[src/sv/cdn_pkg.sv]
// Types, constants and tables shared by the calendar day number converter.
package cdn_pkg;

	typedef struct packed {
		logic        mode;
		logic [13:0] in_year;
		logic [3:0]  in_month;
		logic [4:0]  in_day;
		logic [22:0] in_julian;
	} cdn_req_t;

	typedef struct packed {
		logic [22:0] day_number;
		logic [13:0] out_year;
		logic [3:0]  out_month;
		logic [4:0]  out_day;
		logic        valid_res;
	} cdn_rsp_t;

	localparam logic MODE_TO_NUMBER = 1'b0;
	localparam logic MODE_TO_DATE   = 1'b1;

	localparam logic REG_MIN_YEAR = 1'b0;
	localparam logic REG_MAX_YEAR = 1'b1;

	localparam logic [13:0] MIN_YEAR_RST = 14'd1753;
	localparam logic [13:0] MAX_YEAR_RST = 14'd9999;

	localparam logic [22:0] JD_EPOCH = 23'd1721119;
	localparam logic [22:0] JD_FIRST = 23'd1721426;
	localparam logic [22:0] JD_LAST  = 23'd5373484;

	localparam logic [17:0] C_146097 = 18'd146097;
	localparam logic [10:0] C_1461   = 11'd1461;
	localparam logic [7:0]  C_153    = 8'd153;
	localparam logic [6:0]  C_100    = 7'd100;

	// Reciprocals: floor(x / d) == (x * (floor(2^k / d) + 1)) >> k for x < 2^n,
	// with k = n + ceil(log2(d)).
	localparam int DIV100_K    = 21;
	localparam int DIV146097_K = 42;
	localparam int DIV1461_K   = 29;
	localparam int DIV153_K    = 19;
	localparam int DIV5_K      = 11;

	localparam logic [14:0] DIV100_M    = 15'((64'd1 << DIV100_K) / 100 + 1);
	localparam logic [24:0] DIV146097_M = 25'((64'd1 << DIV146097_K) / 146097 + 1);
	localparam logic [18:0] DIV1461_M   = 19'((64'd1 << DIV1461_K) / 1461 + 1);
	localparam logic [11:0] DIV153_M    = 12'((64'd1 << DIV153_K) / 153 + 1);
	localparam logic [8:0]  DIV5_M      = 9'((64'd1 << DIV5_K) / 5 + 1);

	function automatic logic [4:0] month_len(input logic [3:0] m);
		logic [4:0] len;
		case (m)
			4'd1:    len = 5'd31;
			4'd2:    len = 5'd28;
			4'd3:    len = 5'd31;
			4'd4:    len = 5'd30;
			4'd5:    len = 5'd31;
			4'd6:    len = 5'd30;
			4'd7:    len = 5'd31;
			4'd8:    len = 5'd31;
			4'd9:    len = 5'd30;
			4'd10:   len = 5'd31;
			4'd11:   len = 5'd30;
			4'd12:   len = 5'd31;
			default: len = 5'd0;
		endcase
		return len;
	endfunction

	// Days before the month, counted from March: (153 * m + 2) / 5.
	function automatic logic [8:0] month_offset(input logic [3:0] mp);
		logic [8:0] off;
		case (mp)
			4'd0:    off = 9'd0;
			4'd1:    off = 9'd31;
			4'd2:    off = 9'd61;
			4'd3:    off = 9'd92;
			4'd4:    off = 9'd122;
			4'd5:    off = 9'd153;
			4'd6:    off = 9'd184;
			4'd7:    off = 9'd214;
			4'd8:    off = 9'd245;
			4'd9:    off = 9'd275;
			4'd10:   off = 9'd306;
			4'd11:   off = 9'd337;
			default: off = 9'd0;
		endcase
		return off;
	endfunction

endpackage

[src/sv/calendar_day_number_converter.sv]
// Eight-stage pipeline converting Gregorian dates to Julian day numbers and back.
// The converter accepts one word per clock while req_stall is low and returns
// the results in order. Each stage holds one word and moves on whenever the
// stage after it is empty or moving, so bubbles close up behind a stalled
// output and new words keep entering until the pipeline is full. All divisions
// are by constants and are done as reciprocal multiplies, spread over the
// stages with at most three in a stage. The year bounds are written through the
// APB port at byte addresses 0 and 4 and are used only when a date enters the
// first stage.
module calendar_day_number_converter (
	input  logic              clk,
	input  logic              arst_n,
	input  logic              req_valid,
	output logic              req_stall,
	input  cdn_pkg::cdn_req_t req,
	output logic              rsp_valid,
	input  logic              rsp_stall,
	output cdn_pkg::cdn_rsp_t rsp,
	input  logic              psel,
	input  logic              penable,
	input  logic              pwrite,
	input  logic [2:0]        paddr,
	input  logic [31:0]       pwdata,
	output logic [31:0]       prdata,
	output logic              pready
);

	logic [13:0] min_year_q, max_year_q;

	logic load1, load2, load3, load4, load5, load6, load7, load8;
	logic v_s1, v_s2, v_s3, v_s4, v_s5, v_s6, v_s7, v_s8;

	logic        mode_s1, mode_s2, mode_s3, mode_s4, mode_s5, mode_s6, mode_s7;
	logic [22:0] jd_s1, jd_s2, jd_s3, jd_s4;
	logic        span_s1, span_s2, span_s3, span_s4;
	logic [22:0] num_s5, num_s6, num_s7;
	logic        ok_s5, ok_s6, ok_s7;

	logic [23:0] t_s1, t_s2;
	logic [6:0]  y4_s2, y4_s3, y4_s4;
	logic [17:0] u_s3, u_s4;
	logic [6:0]  jj_s4;
	logic [10:0] mv_s5, mv_s6;
	logic [13:0] yy0_s5, yy0_s6;
	logic [3:0]  m_s6;
	logic [7:0]  dd2_s7;
	logic [3:0]  mo_s7;
	logic [13:0] yy_s7;

	logic [13:0] yr_s1, yr_s2, yp_s1, yp_s2;
	logic [3:0]  mp_s1, mp_s2, mp_s3, mon_s1, mon_s2;
	logic [4:0]  day_s1, day_s2, day_s3, day_s4;
	logic        base_ok_s1, base_ok_s2, ok0_s3, ok0_s4;
	logic [7:0]  q_yr_s2, q_yp_s2, c_s3;
	logic [6:0]  ya_s3;
	logic [22:0] a_s4;
	logic [15:0] b_s4;
	logic [8:0]  e_s4;

	cdn_pkg::cdn_rsp_t rsp_s8;

	// Configuration port.
	assign pready = 1'b1;

	always_ff @(posedge clk or negedge arst_n) begin
		if (!arst_n) begin
			min_year_q <= cdn_pkg::MIN_YEAR_RST;
			max_year_q <= cdn_pkg::MAX_YEAR_RST;
		end else if (psel && penable && pwrite) begin
			unique case (paddr[2])
				cdn_pkg::REG_MIN_YEAR: min_year_q <= pwdata[13:0];
				cdn_pkg::REG_MAX_YEAR: max_year_q <= pwdata[13:0];
				default: ;
			endcase
		end
	end

	always_comb begin
		unique case (paddr[2])
			cdn_pkg::REG_MIN_YEAR: prdata = {18'd0, min_year_q};
			cdn_pkg::REG_MAX_YEAR: prdata = {18'd0, max_year_q};
			default:               prdata = 32'd0;
		endcase
	end

	// Flow control: a stage loads when it is empty or its word moves on.
	assign load8 = !v_s8 || !rsp_stall;
	assign load7 = !v_s7 || load8;
	assign load6 = !v_s6 || load7;
	assign load5 = !v_s5 || load6;
	assign load4 = !v_s4 || load5;
	assign load3 = !v_s3 || load4;
	assign load2 = !v_s2 || load3;
	assign load1 = !v_s1 || load2;

	assign req_stall = !load1;
	assign rsp_valid = v_s8;
	assign rsp       = rsp_s8;

	always_ff @(posedge clk or negedge arst_n) begin
		if (!arst_n) begin
			v_s1 <= 1'b0;
			v_s2 <= 1'b0;
			v_s3 <= 1'b0;
			v_s4 <= 1'b0;
			v_s5 <= 1'b0;
			v_s6 <= 1'b0;
			v_s7 <= 1'b0;
			v_s8 <= 1'b0;
		end else begin
			if (load1) v_s1 <= req_valid;
			if (load2) v_s2 <= v_s1;
			if (load3) v_s3 <= v_s2;
			if (load4) v_s4 <= v_s3;
			if (load5) v_s5 <= v_s4;
			if (load6) v_s6 <= v_s5;
			if (load7) v_s7 <= v_s6;
			if (load8) v_s8 <= v_s7;
		end
	end

	// Stage 1: offsets, range checks, March-based month and year.
	logic [22:0] j_c1;
	assign j_c1 = req.in_julian - cdn_pkg::JD_EPOCH;

	always_ff @(posedge clk) begin
		if (load1) begin
			mode_s1    <= req.mode;
			jd_s1      <= req.in_julian;
			span_s1    <= (req.in_julian >= cdn_pkg::JD_FIRST)
			              && (req.in_julian <= cdn_pkg::JD_LAST);
			t_s1       <= {j_c1[21:0], 2'b00} - 24'd1;
			yr_s1      <= req.in_year;
			yp_s1      <= (req.in_month > 4'd2) ? req.in_year : req.in_year - 14'd1;
			mp_s1      <= (req.in_month > 4'd2) ? req.in_month - 4'd3 : req.in_month + 4'd9;
			mon_s1     <= req.in_month;
			day_s1     <= req.in_day;
			base_ok_s1 <= (req.in_day != 5'd0) && (req.in_month >= 4'd1)
			              && (req.in_month <= 4'd12) && (req.in_year != 14'd0)
			              && (req.in_year >= min_year_q) && (req.in_year <= max_year_q);
		end
	end

	// Stage 2: quotients by 146097 and by 100.
	logic [48:0] prod_y4_c2;
	logic [28:0] prod_yr_c2, prod_yp_c2;
	assign prod_y4_c2 = 49'(t_s1) * 49'(cdn_pkg::DIV146097_M);
	assign prod_yr_c2 = 29'(yr_s1) * 29'(cdn_pkg::DIV100_M);
	assign prod_yp_c2 = 29'(yp_s1) * 29'(cdn_pkg::DIV100_M);

	always_ff @(posedge clk) begin
		if (load2) begin
			mode_s2    <= mode_s1;
			jd_s2      <= jd_s1;
			span_s2    <= span_s1;
			t_s2       <= t_s1;
			y4_s2      <= prod_y4_c2[48:42];
			q_yr_s2    <= prod_yr_c2[28:21];
			q_yp_s2    <= prod_yp_c2[28:21];
			yr_s2      <= yr_s1;
			yp_s2      <= yp_s1;
			mp_s2      <= mp_s1;
			mon_s2     <= mon_s1;
			day_s2     <= day_s1;
			base_ok_s2 <= base_ok_s1;
		end
	end

	// Stage 3: remainders, leap year and day-of-month check.
	logic [23:0] j1_c3;
	logic [13:0] r100_c3, ya_c3;
	logic        leap_c3;
	logic [4:0]  lim_c3;
	assign j1_c3   = t_s2 - 24'(y4_s2) * 24'(cdn_pkg::C_146097);
	assign r100_c3 = yr_s2 - 14'(q_yr_s2) * 14'(cdn_pkg::C_100);
	assign ya_c3   = yp_s2 - 14'(q_yp_s2) * 14'(cdn_pkg::C_100);
	assign leap_c3 = ((yr_s2[1:0] == 2'd0) && (r100_c3 != 14'd0))
	                 || ((r100_c3 == 14'd0) && (q_yr_s2[1:0] == 2'd0));
	assign lim_c3  = cdn_pkg::month_len(mon_s2)
	                 + {4'd0, leap_c3 && (mon_s2 == 4'd2)};

	always_ff @(posedge clk) begin
		if (load3) begin
			mode_s3 <= mode_s2;
			jd_s3   <= jd_s2;
			span_s3 <= span_s2;
			u_s3    <= {j1_c3[17:2], 2'b11};
			y4_s3   <= y4_s2;
			c_s3    <= q_yp_s2;
			ya_s3   <= ya_c3[6:0];
			mp_s3   <= mp_s2;
			day_s3  <= day_s2;
			ok0_s3  <= base_ok_s2 && (day_s2 <= lim_c3);
		end
	end

	// Stage 4: quotient by 1461 and the century, year and month terms.
	logic [36:0] prod_jj_c4;
	logic [24:0] prod_a_c4;
	logic [17:0] prod_b_c4;
	assign prod_jj_c4 = 37'(u_s3) * 37'(cdn_pkg::DIV1461_M);
	assign prod_a_c4  = 25'(c_s3) * 25'(cdn_pkg::C_146097);
	assign prod_b_c4  = 18'(ya_s3) * 18'(cdn_pkg::C_1461);

	always_ff @(posedge clk) begin
		if (load4) begin
			mode_s4 <= mode_s3;
			jd_s4   <= jd_s3;
			span_s4 <= span_s3;
			u_s4    <= u_s3;
			y4_s4   <= y4_s3;
			jj_s4   <= prod_jj_c4[35:29];
			a_s4    <= prod_a_c4[24:2];
			b_s4    <= prod_b_c4[17:2];
			e_s4    <= cdn_pkg::month_offset(mp_s3);
			day_s4  <= day_s3;
			ok0_s4  <= ok0_s3;
		end
	end

	// Stage 5: day of year and the day number sum.
	logic [17:0] d2_c5;
	logic [11:0] d3w_c5;
	logic [8:0]  d3_c5;
	logic [23:0] sum_c5;
	assign d2_c5  = u_s4 - 18'(jj_s4) * 18'(cdn_pkg::C_1461);
	assign d3w_c5 = 12'(d2_c5[10:0]) + 12'd4;
	assign d3_c5  = d3w_c5[10:2];
	assign sum_c5 = 24'(a_s4) + 24'(b_s4) + 24'(e_s4) + 24'(day_s4)
	                + 24'(cdn_pkg::JD_EPOCH);

	always_ff @(posedge clk) begin
		if (load5) begin
			mode_s5 <= mode_s4;
			mv_s5   <= {d3_c5, 2'b00} + 11'(d3_c5) - 11'd3;
			yy0_s5  <= 14'(y4_s4) * 14'(cdn_pkg::C_100) + 14'(jj_s4);
			if (mode_s4 == cdn_pkg::MODE_TO_DATE) begin
				num_s5 <= jd_s4;
				ok_s5  <= span_s4;
			end else begin
				num_s5 <= ok0_s4 ? sum_c5[22:0] : 23'd0;
				ok_s5  <= ok0_s4;
			end
		end
	end

	// Stage 6: March-based month.
	logic [22:0] prod_m_c6;
	assign prod_m_c6 = 23'(mv_s5) * 23'(cdn_pkg::DIV153_M);

	always_ff @(posedge clk) begin
		if (load6) begin
			mode_s6 <= mode_s5;
			num_s6  <= num_s5;
			ok_s6   <= ok_s5;
			m_s6    <= prod_m_c6[22:19];
			mv_s6   <= mv_s5;
			yy0_s6  <= yy0_s5;
		end
	end

	// Stage 7: day remainder and the shift back to a January-based calendar.
	logic [10:0] dd2_c7;
	assign dd2_c7 = mv_s6 - 11'(m_s6) * 11'(cdn_pkg::C_153);

	always_ff @(posedge clk) begin
		if (load7) begin
			mode_s7 <= mode_s6;
			num_s7  <= num_s6;
			ok_s7   <= ok_s6;
			dd2_s7  <= dd2_c7[7:0];
			mo_s7   <= (m_s6 < 4'd10) ? m_s6 + 4'd3 : m_s6 - 4'd9;
			yy_s7   <= (m_s6 < 4'd10) ? yy0_s6 : yy0_s6 + 14'd1;
		end
	end

	// Stage 8: day of month and the output word.
	logic [8:0]  ddp_c8;
	logic [17:0] prod_dd_c8;
	logic        date_c8;
	assign ddp_c8     = 9'(dd2_s7) + 9'd5;
	assign prod_dd_c8 = 18'(ddp_c8) * 18'(cdn_pkg::DIV5_M);
	assign date_c8    = (mode_s7 == cdn_pkg::MODE_TO_DATE) && ok_s7;

	always_ff @(posedge clk) begin
		if (load8) begin
			rsp_s8.day_number <= num_s7;
			rsp_s8.out_year   <= date_c8 ? yy_s7 : 14'd0;
			rsp_s8.out_month  <= date_c8 ? mo_s7 : 4'd0;
			rsp_s8.out_day    <= date_c8 ? prod_dd_c8[15:11] : 5'd0;
			rsp_s8.valid_res  <= ok_s7;
		end
	end

endmodule

[config.mk]
export PLATFORM = sky130hd
export DESIGN_NAME = calendar_day_number_converter
export DESIGN_NICKNAME = d
export VERILOG_FILES = /design/src/sv/cdn_pkg.sv /design/src/sv/calendar_day_number_converter.sv
export SDC_FILE = /design/constraint.sdc
export NUM_CORES = 2
export LEC_CHECK = 0
export BUFFER_PORTS_ARGS = -buffer_cell sky130_fd_sc_hd__buf_2
export CORE_UTILIZATION = 64
export DETAILED_ROUTE_END_ITERATION = 16
export PLACE_DENSITY_LB_ADDON = 0.1
export SYNTH_ARGS = -nofsm -noshare
export SYNTH_HDL_FRONTEND = slang
export SYNTH_SLANG_ARGS = --single-unit
export TNS_END_PERCENT = 5
[constraint.sdc]
create_clock -name clk -period 15.5 [get_ports clk]
set_clock_uncertainty 0.2 [all_clocks]
set_input_delay 3.1 -clock clk [delete_from_list [all_inputs] [get_ports clk]]
set_output_delay 3.1 -clock clk [all_outputs]
set_load 0.01 [all_outputs]
Word-level counts from Yosys, hierarchy flattened --
Memory sizes are Yosys's and may differ from the RTL's. A register that Yosys moved wholly into a read port is not among the register bits. Index checks and enable logic that the tools add are counted.
Storage, ports and cells: bits in registers 593, ROM bits 224, input bits 89, output and inout bits 82, word-level logic and storage cells 174, memories kept 2
Memories:
- (no name shown) | words 16, width 9, read ports 1, clocked after memory_dff 1, wr ports 0, line cdn_pkg.sv:75 | case (mp)
- (no name shown) | words 16, width 5, read ports 1, clocked after memory_dff 1, wr ports 0, line cdn_pkg.sv:54 | case (m)
Operators by class: add/sub/neg operators 23, $mul 14, magnitude comparators 9, eq/ne operators 1, mux-type cells 9, bitwise operators 1, reductions and logical operators 40
Operator list (number):
- 32-bit case mux with 2 select lines | 1
- 14-bit by 13-bit multiplier with 27-bit output (second input constant) | 2
- 24-bit by 24-bit multiplier with 48-bit output (second input constant) | 1
- 23-bit 2-to-1 mux | 2
- 18-bit by 19-bit multiplier with 36-bit output (second input constant) | 1
- 14-bit 2-to-1 mux | 2
- 14-bit nonzero test | 2
- 8-bit by 18-bit multiplier with 25-bit output (second input constant) | 1
- 24-bit by 1-bit subtractor with 24-bit output (second input constant) | 1
- 23-bit by 16-bit adder with 23-bit output | 1
- 23-bit by 21-bit adder with 23-bit output (second input constant) | 1
- 23-bit by 5-bit adder with 23-bit output | 1
- 23-bit by 9-bit adder with 23-bit output | 1
- 23-bit by 21-bit >= comparator with 1-bit output (second input constant) | 1
- 23-bit <= comparator (second input constant) | 1
- 11-bit by 12-bit multiplier with 23-bit output (second input constant) | 1
- 22-bit by 21-bit subtractor with 22-bit output (second input constant) | 1
- 7-bit by 11-bit multiplier with 18-bit output (second input constant) | 1
- 7-bit by 18-bit multiplier with 18-bit output (second input constant) | 1
- 18-bit subtractor | 1
- 9-bit by 8-bit multiplier with 15-bit output (second input constant) | 1
- 14-bit by 1-bit adder with 14-bit output (second input constant) | 1
- 14-bit by 7-bit adder with 14-bit output | 1
- 14-bit >= comparator | 1
- other kinds (36) | 69

Longest topological paths before layout --
depth after elaboration 10, gate-level depth with buffers 29

Worst setup path after synthesis --
No wires, ideal clock.
kind input-to-output, from input port rsp_stall, to output port req_stall, data arrival time 9.348 ns, required time 12.200 ns, setup slack 2.852 ns, cell stages on the path 7, path buffers 1, path through and3_1 and3_1 clkbuf_1 nand4_1 inv_1 nand2_1 inv_1
On the way: word-level cells in the longest chain between the ends 10
RTL lines:
- start: declaration | line calendar_day_number_converter.sv:17 | input logic rsp_stall,
- 1-bit zero test | line calendar_day_number_converter.sv:87 | assign load8 = !v_s8 || !rsp_stall;
- 1-bit logical OR | line calendar_day_number_converter.sv:87
- 1-bit logical OR | line calendar_day_number_converter.sv:88 | assign load7 = !v_s7 || load8;
- 1-bit logical OR | line calendar_day_number_converter.sv:89 | assign load6 = !v_s6 || load7;
- 1-bit logical OR | line calendar_day_number_converter.sv:90 | assign load5 = !v_s5 || load6;
- 1-bit logical OR | line calendar_day_number_converter.sv:91 | assign load4 = !v_s4 || load5;
- 1-bit logical OR | line calendar_day_number_converter.sv:92 | assign load3 = !v_s3 || load4;
- 1-bit logical OR | line calendar_day_number_converter.sv:93 | assign load2 = !v_s2 || load3;
- 1-bit logical OR | line calendar_day_number_converter.sv:94 | assign load1 = !v_s1 || load2;
- 1-bit zero test | line calendar_day_number_converter.sv:96 | assign req_stall = !load1;
- end: declaration | line calendar_day_number_converter.sv:14 | output logic req_stall,
Every way passes these cells.

Worst setup path after layout --
Same ends and word-level chain as after synthesis.

==> summary.txt <==
CP Data Required Time: 12.20 ns
Post-CTS sizing: 0
Num CTS Buffers: 66
Post-Syn Instances: 4,734
Vias/cell: 5.46
Post-synth top cells: 1,108 x inv_1, 1,044 x ha_1, 617 x fa_1, 560 x edfxtp_1, 175 x xnor2_1
Chip width: 298 um
First-pass GRT wire length: 180,000 um
Synth async-reset ratio: 0.0601
Final Hold Fails: 0
First-pass DRT Iterations: 5
Outcome: completed
Total Die Area: 89,000 sq um
Post-route cell area: 60,600 sq um
Initial core utilization: 0.647
Synth area leaders: edfxtp_1 30%, ha_1 23%, fa_1 22%
Sequential share of the synthesized area: 0.317
Vias in the first global route: 35.3k
Register bit count reported by yosys: 599
Root Buffer: clkbuf_16
Most common cell in the netlist: inv_1
Setup Viol. Count Final: 0
# clock sinks: 599
Floorplan core area: 86,900 sq um
# IOs: 171
Crit path arrival time: 5.61 ns
Global Route met2 Usage: 0.410
Fmax: 112 MHz
Initial antenna violation count: 3
Grt met3 use: 0.0368
Cell Chain, Critical Path: buf_2 -> and3_1 -> and3_1 -> nand4_1 -> buf_4 -> inv_1 -> nand2_4 -> inv_1 -> buf_2
Ys flop type: edfxtp_1
Met1 usage: 0.369
TritonCTS clock tree: yes
CP max FO: 51
Setup TNS: 0 ns
Cell count after placement: 5,996
Placed inst area: 58,200 sq um
Rows: 108
Min Tclk post-route: 8.91 ns
Routability cong.: 0.914
Pre-CTS WS: 6.57 ns
Post-synth EDFFs: 560
Share of post-route cells with drive strength above 1: 0.0659
Final HPWL DP: 89,500 um
GRT busiest layer: met2
Area leader, netlist: edfxtp_1
Synth top area share: 0.299
Post-CTS Setup Bufs: 0
Gr ovfl total: 0
Iter 0 DRT Violations: 1,895
Synth unique cells: 83
Residual DRC: 0
Via Count: 33.4k
Pins Over Slew Limit: 0
Largest net degree at the start of global routing: 78
H-tree levels: 3
Worst-margin pin slew: 1.07 ns
Post-Route WL: 107,000 um
CP max-delay cell: nand2_4
Clock Tree Buf Depth: 3
CP Launch Type: input port
Final #Nets: 6,659
Non-Filler Instances: 6,115
Synth Warn #: 0
Final worst setup slack: 6.59 ns
Hold Buf Count CTS: 0
Max cap viols: 0
Tcrit/Tclk final: 0.575
Worst Setup End Kind: output port
Total GRT Usage: 0.256
Fillcell total: 6,309
Critical path class: in2out
Post-DRT Antenna Nets: 0
Crit-path max cell delay: 0.56 ns
Hold Crit Class: reg2reg
Mapped Area: 56,200 sq um
Port Buffers: 131
Relative slew margins: 0.289
Area growth, synth to finish: 7.75%
Die height: 298 um
CTS clk-pin slew, worst paths: 0.06 ns
Wire per inst: 17.6 um
Skew-Pair Late Insertion Delay: 0.62 ns
RSZ-0062 raised after global routing: false
Avg Cell Area, Syn: 11.9 sq um
[flip-flops by register name (all words and copies together), names as in the netlist, 15 cells and up, named ones only]
register and flops:
a_s4 23, b_s4 16, jd_s1 23, jd_s2 23, jd_s3 23, jd_s4 23, num_s5 23, num_s6 23
num_s7 23, rsp 47, t_s1 21, t_s2 15, u_s3 16
[cell type report]
type,count,area [sq um],share of cell area
well taps,1155,1450,0.0239
repair buffers,139,716,0.0118
clock buffers,74,1680,0.0278
diodes,1,2.50,0.0000413
multi-input cells,2995,34100,0.563
flip-flops and latches,599,17800,0.294
clock inverters,44,691,0.0114
inverters,1108,4160,0.0687
[worst max-delay path: cells and delay by family]
kind                   cells  cell delay [ns]
AND/OR/NAND/NOR            4             1.25
buffers and inverters      5             1.16
[per-layer routing]
layer / vias to the layer above / wire, um / share of wire
li1: 16100 / - / -
met1: 16300 / 48600 / 0.45
met2: 753 / 50100 / 0.47
met3: 174 / 5950 / 0.055
met4: 2 / 2750 / 0.026
met5: - / 13 / 0.00012
[through the flow]
step | util | hold slack [ns]
after floorplan | - | 0.200
after detailed placement | 0.670 | 0.205
after global routing | 0.697 | 0.198
after global placement | 0.670 | 0.201
after CTS | 0.697 | 0.195
final | 0.697 | 0.191
[cells in the final DEF (no fill, tap or decap), drive strengths merged, types with 11 or more instances in the layout]
cell / netlist / routed
edfxtp: 560 / 560
a31oi: 19 / 19
nor2b: 19 / 19
inv: 1108 / 1112
nor4: 15 / 15
nand3: 41 / 41
nor3: 41 / 41
o21ai: 101 / 101
or3: 15 / 15
nand2b: 14 / 14
nand4: 31 / 31
bufinv: 0 / 12
ha: 1044 / 1044
mux2: 31 / 31
clkbuf: 19 / 74
dfrtp: 21 / 21
o21bai: 19 / 19
xor2: 77 / 77
xnor2: 175 / 175
and3: 37 / 37
buf: 30 / 139
a21oi: 136 / 136
fa: 617 / 617
nand2: 119 / 119
o211ai: 12 / 12
or2: 15 / 15
dfstp: 15 / 15
a211oi: 22 / 22
o31ai: 12 / 12
a21o: 60 / 60
conb: 2 / 19
nor2: 131 / 131
o21a: 36 / 36
a22o: 14 / 14
clkinv: 0 / 20
o2111ai: 11 / 11
[cells by family (layout without fill, tap and decap cells)]
| logic type | Yosys count | count (layout) | synth area share |
|---|---|---|---|
| adder cells (fa/ha/maj) | 1661 | 1661 | 0.452 |
| buffers and inverters | 1157 | 1365 | 0.0789 |
| flip-flops | 599 | 599 | 0.317 |
| AO/OA/AOI/OAI | 515 | 515 | 0.0606 |
| AND/OR/NAND/NOR | 509 | 509 | 0.0446 |
| XOR/XNOR | 253 | 253 | 0.0397 |
| multiplexers | 38 | 38 | 0.00746 |
| other | 2 | 20 | 0.000134 |
[path summary, 6_finish.rpt]
kind / start / endpoint / slack (ns) / cells after the start
setup / recovery: rsp_stall / req_stall / 6.59 / 9
hold / removal: yy0_s5[12]$_DFFE_PP_ / yy0_s6[12]$_DFFE_PP_ / 0.19 / 0
setup reg to reg: jd_s1[0]$_DFFE_PN_ / y4_s2[6]$_DFFE_PN_ / 7.96 / 21
hold reg to reg: yy0_s5[12]$_DFFE_PP_ / yy0_s6[12]$_DFFE_PP_ / 0.19 / 0
max in group asynchronous: arst_n / v_s3$_DFFE_PN0P_ / 11.97 / 1
min in group asynchronous: arst_n / min_year_q[11]$_DFFE_PN0P_ / 2.49 / 1
Power is left out: the tool's default activity adds up to more than one toggle a clock period on the data nets, which glitch-free logic cannot reach.
